--- src/hw/rtl/detsg_pkg.sv ---
// detsg_pkg: shared types and constants of the dual echo timer servo gate
// no dependencies; imported by every module of the block
`timescale 1ns / 1ps

package detsg_pkg;

    localparam int WidthW   = 16;
    localparam int FrameW   = 8;
    localparam int CfgIdxW  = 3;
    localparam int CfgDataW = 16;

    typedef enum logic [CfgIdxW-1:0] {
        CFG_WINDOW_A_LOW  = 3'd0,
        CFG_WINDOW_A_HIGH = 3'd1,
        CFG_WINDOW_B_LOW  = 3'd2,
        CFG_WINDOW_B_HIGH = 3'd3,
        CFG_FRAME_LENGTH  = 3'd4,
        CFG_SHORT_PULSE   = 3'd5,
        CFG_LONG_PULSE    = 3'd6
    } cfg_idx_t;

    localparam logic [WidthW-1:0] WindowALowRst  = 16'd90;
    localparam logic [WidthW-1:0] WindowAHighRst = 16'd120;
    localparam logic [WidthW-1:0] WindowBLowRst  = 16'd120;
    localparam logic [WidthW-1:0] WindowBHighRst = 16'd150;
    localparam logic [FrameW-1:0] FrameLengthRst = 8'd200;
    localparam logic [FrameW-1:0] ShortPulseRst  = 8'd15;
    localparam logic [FrameW-1:0] LongPulseRst   = 8'd17;

    localparam logic [2:0] OutAllHigh = 3'b111;

    typedef struct packed {
        logic [WidthW-1:0] window_a_low;
        logic [WidthW-1:0] window_a_high;
        logic [WidthW-1:0] window_b_low;
        logic [WidthW-1:0] window_b_high;
        logic [FrameW-1:0] frame_length;
        logic [FrameW-1:0] short_pulse_count;
        logic [FrameW-1:0] long_pulse_count;
    } cfg_t;

    typedef struct packed {
        logic [WidthW-1:0] width_a;
        logic [WidthW-1:0] width_b;
    } widths_t;

endpackage

--- src/hw/rtl/detsg_in_if.sv ---
// detsg_in_if: input channel carrying echo levels and tick strobes
// uses no package
`timescale 1ns / 1ps

interface detsg_in_if;
    logic valid;
    logic ready;
    logic echo_a;
    logic echo_b;
    logic count_tick;
    logic frame_tick;

    modport source (output valid, output echo_a, output echo_b, output count_tick,
                    output frame_tick, input ready);
    modport sink   (input valid, input echo_a, input echo_b, input count_tick,
                    input frame_tick, output ready);
endinterface

--- src/hw/rtl/detsg_out_if.sv ---
// detsg_out_if: result channel carrying servo outputs and captured widths
// uses no package
`timescale 1ns / 1ps

interface detsg_out_if;
    logic        valid;
    logic        ready;
    logic        servo_a;
    logic        servo_b;
    logic        aux_out;
    logic [15:0] width_a;
    logic [15:0] width_b;

    modport source (output valid, output servo_a, output servo_b, output aux_out,
                    output width_a, output width_b, input ready);
    modport sink   (input valid, input servo_a, input servo_b, input aux_out,
                    input width_a, input width_b, output ready);
endinterface

--- src/hw/rtl/detsg_cfg.sv ---
// detsg_cfg: configuration register file with plain write port
// depends on detsg_pkg
`timescale 1ns / 1ps

module detsg_cfg (
    input  logic                          clk,
    input  logic                          rst_n,
    input  logic                          cfg_we,
    input  logic [detsg_pkg::CfgIdxW-1:0] cfg_index,
    input  logic [detsg_pkg::CfgDataW-1:0] cfg_data,
    output detsg_pkg::cfg_t               cfg
);
    import detsg_pkg::*;

    cfg_t cfg_reg;
    cfg_t cfg_next;

    always_comb
    begin
        cfg_next = cfg_reg;
        if (cfg_we)
        begin
            unique case (cfg_index)
                CFG_WINDOW_A_LOW:  cfg_next.window_a_low      = cfg_data;
                CFG_WINDOW_A_HIGH: cfg_next.window_a_high     = cfg_data;
                CFG_WINDOW_B_LOW:  cfg_next.window_b_low      = cfg_data;
                CFG_WINDOW_B_HIGH: cfg_next.window_b_high     = cfg_data;
                CFG_FRAME_LENGTH:  cfg_next.frame_length      = cfg_data[FrameW-1:0];
                CFG_SHORT_PULSE:   cfg_next.short_pulse_count = cfg_data[FrameW-1:0];
                CFG_LONG_PULSE:    cfg_next.long_pulse_count  = cfg_data[FrameW-1:0];
                default:           cfg_next = cfg_reg;
            endcase
        end
    end

    always_ff @(posedge clk or negedge rst_n)
    begin
        if (!rst_n)
        begin
            cfg_reg.window_a_low      <= WindowALowRst;
            cfg_reg.window_a_high     <= WindowAHighRst;
            cfg_reg.window_b_low      <= WindowBLowRst;
            cfg_reg.window_b_high     <= WindowBHighRst;
            cfg_reg.frame_length      <= FrameLengthRst;
            cfg_reg.short_pulse_count <= ShortPulseRst;
            cfg_reg.long_pulse_count  <= LongPulseRst;
        end
        else
        begin
            cfg_reg <= cfg_next;
        end
    end

    assign cfg = cfg_reg;

endmodule

--- src/hw/rtl/detsg_echo.sv ---
// detsg_echo: echo edge detection, shared width counter and width capture
// depends on detsg_pkg
`timescale 1ns / 1ps

module detsg_echo (
    input  logic               clk,
    input  logic               rst_n,
    input  logic               step,
    input  logic               echo_a,
    input  logic               echo_b,
    input  logic               count_tick,
    output detsg_pkg::widths_t widths_next,
    output detsg_pkg::widths_t widths
);
    import detsg_pkg::*;

    logic              prev_a_reg;
    logic              prev_b_reg;
    logic              count_en_reg;
    logic [WidthW-1:0] count_reg;
    widths_t           widths_reg;

    logic              count_en_mid;
    logic              count_en_next;
    logic [WidthW-1:0] count_tick_val;
    logic [WidthW-1:0] count_mid;
    logic [WidthW-1:0] count_next;

    always_comb
    begin
        count_tick_val = (count_tick && count_en_reg) ? count_reg + WidthW'(1) : count_reg;

        // echo a first
        count_mid           = count_tick_val;
        count_en_mid        = count_en_reg;
        widths_next.width_a = widths_reg.width_a;
        if (echo_a != prev_a_reg)
        begin
            if (echo_a)
            begin
                count_mid           = '0;
                widths_next.width_a = '0;
                count_en_mid        = 1'b1;
            end
            else
            begin
                widths_next.width_a = count_tick_val;
                count_en_mid        = 1'b0;
            end
        end

        // then echo b
        count_next          = count_mid;
        count_en_next       = count_en_mid;
        widths_next.width_b = widths_reg.width_b;
        if (echo_b != prev_b_reg)
        begin
            if (echo_b)
            begin
                count_next          = '0;
                widths_next.width_b = '0;
                count_en_next       = 1'b1;
            end
            else
            begin
                widths_next.width_b = count_mid;
                count_en_next       = 1'b0;
            end
        end
    end

    always_ff @(posedge clk or negedge rst_n)
    begin
        if (!rst_n)
        begin
            prev_a_reg   <= 1'b0;
            prev_b_reg   <= 1'b0;
            count_en_reg <= 1'b0;
            count_reg    <= '0;
            widths_reg   <= '0;
        end
        else if (step)
        begin
            prev_a_reg   <= echo_a;
            prev_b_reg   <= echo_b;
            count_en_reg <= count_en_next;
            count_reg    <= count_next;
            widths_reg   <= widths_next;
        end
    end

    assign widths = widths_reg;

endmodule

--- src/hw/rtl/detsg_servo.sv ---
// detsg_servo: frame counter and window-gated servo pulse outputs
// depends on detsg_pkg
`timescale 1ns / 1ps

module detsg_servo (
    input  logic               clk,
    input  logic               rst_n,
    input  logic               step,
    input  logic               frame_tick,
    input  detsg_pkg::cfg_t    cfg,
    input  detsg_pkg::widths_t widths_next,
    output logic [2:0]         out_bits
);
    import detsg_pkg::*;

    logic [FrameW-1:0] frame_reg;
    logic [FrameW-1:0] frame_next;
    logic [FrameW-1:0] frame_inc;
    logic [2:0]        out_bits_reg;
    logic [2:0]        out_bits_next;
    logic              in_a;
    logic              in_b;

    always_comb
    begin
        in_a = (widths_next.width_a > cfg.window_a_low) &&
               (widths_next.width_a < cfg.window_a_high);
        in_b = (widths_next.width_b > cfg.window_b_low) &&
               (widths_next.width_b < cfg.window_b_high);
        frame_inc     = frame_reg + FrameW'(1);
        frame_next    = frame_reg;
        out_bits_next = out_bits_reg;
        if (frame_tick)
        begin
            frame_next = frame_inc;
            // frame start
            if (frame_inc > cfg.frame_length)
            begin
                frame_next    = '0;
                out_bits_next = OutAllHigh;
            end
            if (frame_next == cfg.short_pulse_count)
            begin
                if (in_a)
                    out_bits_next[0] = 1'b0;
                if (in_b)
                    out_bits_next[1] = 1'b0;
            end
            if (frame_next == cfg.long_pulse_count)
            begin
                if (!in_a)
                    out_bits_next[0] = 1'b0;
                if (!in_b)
                    out_bits_next[1] = 1'b0;
            end
        end
    end

    always_ff @(posedge clk or negedge rst_n)
    begin
        if (!rst_n)
        begin
            frame_reg    <= '0;
            out_bits_reg <= '0;
        end
        else if (step)
        begin
            frame_reg    <= frame_next;
            out_bits_reg <= out_bits_next;
        end
    end

    assign out_bits = out_bits_reg;

endmodule

--- src/hw/rtl/dual_echo_timer_servo_gate_top.sv ---
// dual_echo_timer_servo_gate_top: result valid is registered and rises in the cycle after an input transfer
// throughput one item per cycle unless out_ch.ready stalls; the state registers double as the result register
// a new input is taken whenever the result register is empty or drained the same cycle
// reset clears all state and outputs and loads the default configuration
// depends on detsg_pkg, detsg_in_if, detsg_out_if, detsg_cfg, detsg_echo, detsg_servo
`timescale 1ns / 1ps

module dual_echo_timer_servo_gate_top (
    input  logic                           clk,
    input  logic                           rst_n,
    detsg_in_if.sink                       in_ch,
    detsg_out_if.source                    out_ch,
    input  logic                           cfg_we,
    input  logic [detsg_pkg::CfgIdxW-1:0]  cfg_index,
    input  logic [detsg_pkg::CfgDataW-1:0] cfg_data
);
    import detsg_pkg::*;

    cfg_t       cfg;
    widths_t    widths_next;
    widths_t    widths;
    logic [2:0] out_bits;
    logic       out_valid_reg;
    logic       step;

    assign in_ch.ready = !out_valid_reg || out_ch.ready;
    assign step        = in_ch.valid && in_ch.ready;

    always_ff @(posedge clk or negedge rst_n)
    begin
        if (!rst_n)
            out_valid_reg <= 1'b0;
        else if (in_ch.ready)
            out_valid_reg <= in_ch.valid;
    end

    detsg_cfg u_cfg (
        .clk       (clk),
        .rst_n     (rst_n),
        .cfg_we    (cfg_we),
        .cfg_index (cfg_index),
        .cfg_data  (cfg_data),
        .cfg       (cfg)
    );

    detsg_echo u_echo (
        .clk         (clk),
        .rst_n       (rst_n),
        .step        (step),
        .echo_a      (in_ch.echo_a),
        .echo_b      (in_ch.echo_b),
        .count_tick  (in_ch.count_tick),
        .widths_next (widths_next),
        .widths      (widths)
    );

    detsg_servo u_servo (
        .clk         (clk),
        .rst_n       (rst_n),
        .step        (step),
        .frame_tick  (in_ch.frame_tick),
        .cfg         (cfg),
        .widths_next (widths_next),
        .out_bits    (out_bits)
    );

    assign out_ch.valid   = out_valid_reg;
    assign out_ch.servo_a = out_bits[0];
    assign out_ch.servo_b = out_bits[1];
    assign out_ch.aux_out = out_bits[2];
    assign out_ch.width_a = widths.width_a;
    assign out_ch.width_b = widths.width_b;

endmodule
--- src/flat_wrapper.sv ---
// flat-port wrapper written by rule: the top's interface ports become plain ports
module dual_echo_timer_servo_gate_top_flat import detsg_pkg::*;
  (clk, rst_n, cfg_we, cfg_index, cfg_data, in_ch_valid, in_ch_echo_a, in_ch_echo_b, in_ch_count_tick, in_ch_frame_tick, in_ch_ready, out_ch_valid, out_ch_servo_a, out_ch_servo_b, out_ch_aux_out, out_ch_width_a, out_ch_width_b, out_ch_ready);
  detsg_in_if in_ch_i ();
  detsg_out_if out_ch_i ();
  input  logic clk;
  input  logic rst_n;
  input  logic cfg_we;
  input  logic [detsg_pkg::CfgIdxW-1:0] cfg_index;
  input  logic [detsg_pkg::CfgDataW-1:0] cfg_data;
  input wire logic [$bits(in_ch_i.valid)-1:0] in_ch_valid;
  input wire logic [$bits(in_ch_i.echo_a)-1:0] in_ch_echo_a;
  input wire logic [$bits(in_ch_i.echo_b)-1:0] in_ch_echo_b;
  input wire logic [$bits(in_ch_i.count_tick)-1:0] in_ch_count_tick;
  input wire logic [$bits(in_ch_i.frame_tick)-1:0] in_ch_frame_tick;
  output wire logic [$bits(in_ch_i.ready)-1:0] in_ch_ready;
  output wire logic [$bits(out_ch_i.valid)-1:0] out_ch_valid;
  output wire logic [$bits(out_ch_i.servo_a)-1:0] out_ch_servo_a;
  output wire logic [$bits(out_ch_i.servo_b)-1:0] out_ch_servo_b;
  output wire logic [$bits(out_ch_i.aux_out)-1:0] out_ch_aux_out;
  output wire logic [$bits(out_ch_i.width_a)-1:0] out_ch_width_a;
  output wire logic [$bits(out_ch_i.width_b)-1:0] out_ch_width_b;
  input wire logic [$bits(out_ch_i.ready)-1:0] out_ch_ready;
  assign in_ch_i.valid = in_ch_valid;
  assign in_ch_i.echo_a = in_ch_echo_a;
  assign in_ch_i.echo_b = in_ch_echo_b;
  assign in_ch_i.count_tick = in_ch_count_tick;
  assign in_ch_i.frame_tick = in_ch_frame_tick;
  assign in_ch_ready = in_ch_i.ready;
  assign out_ch_valid = out_ch_i.valid;
  assign out_ch_servo_a = out_ch_i.servo_a;
  assign out_ch_servo_b = out_ch_i.servo_b;
  assign out_ch_aux_out = out_ch_i.aux_out;
  assign out_ch_width_a = out_ch_i.width_a;
  assign out_ch_width_b = out_ch_i.width_b;
  assign out_ch_i.ready = out_ch_ready;
  dual_echo_timer_servo_gate_top u_core (.clk(clk), .rst_n(rst_n), .in_ch(in_ch_i), .out_ch(out_ch_i), .cfg_we(cfg_we), .cfg_index(cfg_index), .cfg_data(cfg_data));
endmodule
--- config.mk ---
export PLATFORM = sky130hd
export DESIGN_NAME = dual_echo_timer_servo_gate_top_flat
export DESIGN_NICKNAME = d
export VERILOG_FILES = /design/src/hw/rtl/detsg_pkg.sv /design/src/hw/rtl/detsg_in_if.sv /design/src/hw/rtl/detsg_out_if.sv /design/src/hw/rtl/detsg_cfg.sv /design/src/hw/rtl/detsg_echo.sv /design/src/hw/rtl/detsg_servo.sv /design/src/hw/rtl/dual_echo_timer_servo_gate_top.sv /design/src/flat_wrapper.sv
export SDC_FILE = /design/constraint.sdc
export NUM_CORES = 1
export LEC_CHECK = 0
export BUFFER_PORTS_ARGS = -buffer_cell sky130_fd_sc_hd__clkbuf_2
export CAP_MARGIN = 15
export CELL_PAD_IN_SITES_DETAIL_PLACEMENT = 0
export CELL_PAD_IN_SITES_GLOBAL_PLACEMENT = 1
export CORE_MARGIN = 2
export CORE_UTILIZATION = 49
export CTS_BUF_LIST = sky130_fd_sc_hd__clkbuf_8
export CTS_CLUSTER_SIZE = 14
export DETAILED_ROUTE_END_ITERATION = 10
export GPL_ROUTABILITY_DRIVEN = 0
export PLACE_DENSITY = 0.82
export SYNTH_ARGS = -nofsm -noshare
export SYNTH_HDL_FRONTEND = slang
export SYNTH_SLANG_ARGS = --single-unit
--- constraint.sdc ---
create_clock -name clk -period 4.2 [get_ports clk]
set_clock_uncertainty 0.05 [all_clocks]
set_input_delay 0 -clock clk [delete_from_list [all_inputs] [get_ports clk]]
set_output_delay 0 -clock clk [all_outputs]
set_load 0.01 [all_outputs]
==> results.cfg <==
[status]
status = complete, no violations

[layout]
layout-drive-gt1-share = 0.198
final_cell_mix = 155 x nand2_1, 126 x dfrtp_1, 119 x o21ai_0, 79 x inv_1, 72 x ha_1
final_util = 0.577
final_area_mm2 = 0.0101
largest_reg_flops = 88
nets = 1136
final_common_cell = nand2_1
num_antenna_cells = 0
syn_to_final_growth_pct = 14.7

[critical_path]
setup.worst_path.start = u_core.u_echo.count_reg[0]
r2r_setup_slack_ns = 0.34
path_class = reg -> reg
end_kind = flip-flop
crit_end = u_core.u_servo.out_bits[0]
crit_fanout = 7
r2r.worst_path.cells = 16
timing.rr.end = u_core.u_servo.out_bits[0]
required_ns = 4.48
startpoint_type = flip-flop
rr_startpoint = u_core.u_echo.count_reg[0]
arrival_ns = 4.14

[routing]
dr.pass1.iters = 5
avgViaCountPerCell = 5.56
drc = 0
num_vias = 7084
wl_per_cell_um = 17.6
drt_wl_total_mm = 22.4
final_antenna_net_count = 0
drt-initial-drc-count = 452

[yosys]
synth_compound_area_frac = 0.166
synth_simple_gate_area_frac = 0.157
ys_async_sr_fraction = 1.00
synth_edf_count = 0
ys_types = 63
syn-num-nets = 1046
synth_top_family_by_area = compound AO/OA/AOI/OAI gates
synth_area_leader_cell = dfrtp_1
synthMuxAreaShare = 0.0631
seq_area_frac_synth = 0.435
synth_seq_cells = 151
yosys.area_share.xor_xnor = 0.0268
syn_area_per_cell_um2 = 9.27
synth_top_area_frac = 0.360
synth_area_mm2 = 0.00877
syn_inst = 946
ys_warn_count = 0
synthAdderAreaFrac = 0.103
ys_top_cells_by_area = dfrtp_1 36%, ha_1 10%, dfstp_2 7.5%, o21ai_0 6.8%, nand2_1 6.6%
ys.flop_type = dfrtp_1

[sta]
rsz0062_at_grt = false
fmax_mhz = 259
setup_tns_ns = 0
min_period_ns = 3.86
worst_slew_pin_slew_ns = 1.09
finalHoldViolations = 0
finalCritPeriodShare = 0.919
setup_viol = 0
slew_viol_final = 0
hold_slack_ns = 0.0357
relSlewSlack = 0.272

[floorplanning]
dieWidth_um = 138
coreArea_mm2 = 0.0174
die_h_um = 138
rows = 48
start_util = 0.503
ios = 65
dieArea_mm2 = 0.0190

[clock_tree]
clock_path_buffers = 2
clk_pin_slew_ns = 0.08
ctsRootBufferMaster = clkbuf_8
post_cts_buffers = 0
worstSkewPairLatency_ns = 0.46
htree_levels = 4
cts_tree = built
numClockSinks = 151
cts_buffers = 17

[grt]
grt_overflow_total = 0
grt_pass1_vias = 6614
antenna_found_initial = 0
grt.total_usage = 0.254
grt_max_degree = 85
grt_pass1_wl_mm = 36.3

[power]
leakage_nw = 4.79
power_density_mw_per_mm2 = 435
ir_drop_mv = 0.312

[placement]
port_buffers = 64
dp_hpwl_mm = 16.4
place_area_mm2 = 0.00941

[worst_hold_path]
hp-class = in -> reg

[job]
drv_cap = 0
[layer usage]
metal,up-vias,part of all wire,GRT usage
met5,-,0,0
met4,0,0.0074,0.0573
met3,15,0.048,0.0515
met2,182,0.45,0.385
met1,3394,0.49,0.376
li1,3493,-,-
[timing repair]
action,in CTS,in global routing
endpoints found under the hold margin,175,0
hold buffers,23,0
resized for setup,0,1
endpoints found under the setup margin,0,1
[cell type report]
| cell class | instances | area [um2] |
|---|---|---|
| Inverter | 78 | 293 |
| Fill cell | 1601 | 7360 |
| Clock buffer | 19 | 262 |
| Timing Repair Buffer | 109 | 722 |
| Tap cell | 225 | 282 |
| Sequential cell | 151 | 3810 |
| Clock inverter | 12 | 153 |
| Multi-Input combinational cell | 679 | 4540 |
[where the power goes]
group / total, mW / switching (mW) / internal (mW)
Sequential: 1.90 / 0.162 / 1.74
Clock: 1.18 / 0.567 / 0.615
Combinational: 1.29 / 0.749 / 0.538
[cells by family (layout without fill, tap and decap cells)]
logic type               Yosys count  count (layout)
multiplexers                      49              49
buffers and inverters            116             218
adder cells (fa/ha/maj)           72              72
AND/OR/NAND/NOR                  295             295
XOR/XNOR                          26              26
AO/OA/AOI/OAI                    237             237
flip-flops                       151             151
[through the flow]
step | cells | worst slack (ns) | power, mW
6_report | 1273 | 0.339 | 4.37
5_1_grt | 1273 | 0.0310 | 4.68
4_1_cts | 1273 | 0.323 | 4.40
3_5_place_dp | 1219 | 0.374 | 3.19
3_3_place_gp | 1219 | 0.373 | 3.16
2_1_floorplan | 946 | 0.739 | 2.76
[worst min-delay path by stage]
stage / from / end / slack [ns] / cells past startpoint
CTS: cfg_we / u_core.u_cfg.cfg[22] / 0.002 / 6
finish: cfg_we / u_core.u_cfg.cfg[22] / 0.04 / 6
detailed placement: rst_n / u_core.u_servo.frame_reg[5] / 0.06 / 1
global route: in_ch_echo_a / u_core.u_echo.prev_a_reg / 0.08 / 4
global placement: rst_n / u_core.u_servo.frame_reg[5] / 0.06 / 1
floorplan: rst_n / u_core.out_ch.valid / -0.35 / 0
[worst max-delay path, cell delays in order, from the launching register on]
cell	delay (ns)
dfrtp_1	0.43
ha_1	0.20
nand2_1	0.05
or2_1	0.33
nor3_4	0.22
nand3_2	0.14
nor2_1	0.13
xor2_1	0.19
a21oi_1	0.09
o21ai_0	0.34
ha_1	0.19
nand4_1	0.16
or4_1	0.56
a21o_1	0.16
and3_1	0.22
a211oi_1	0.19
a211oi_1	0.08
[cells in the mapped netlist (all sizes together), types with 7 or more instances]
cell type,count
ha,72
nand2b,7
clkbuf,35
a22o,13
dfrtp,126
nor3,12
dfstp,25
o21ai,120
o31ai,9
nor2,35
and3,10
xnor2,13
a21oi,25
nand4,11
a21o,14
inv,78
nor2b,14
nand3,28
xor2,13
a211oi,14
a31oi,9
nand2,155
mux2,47
No activity file was read; power rests on OpenSTA's default activity.
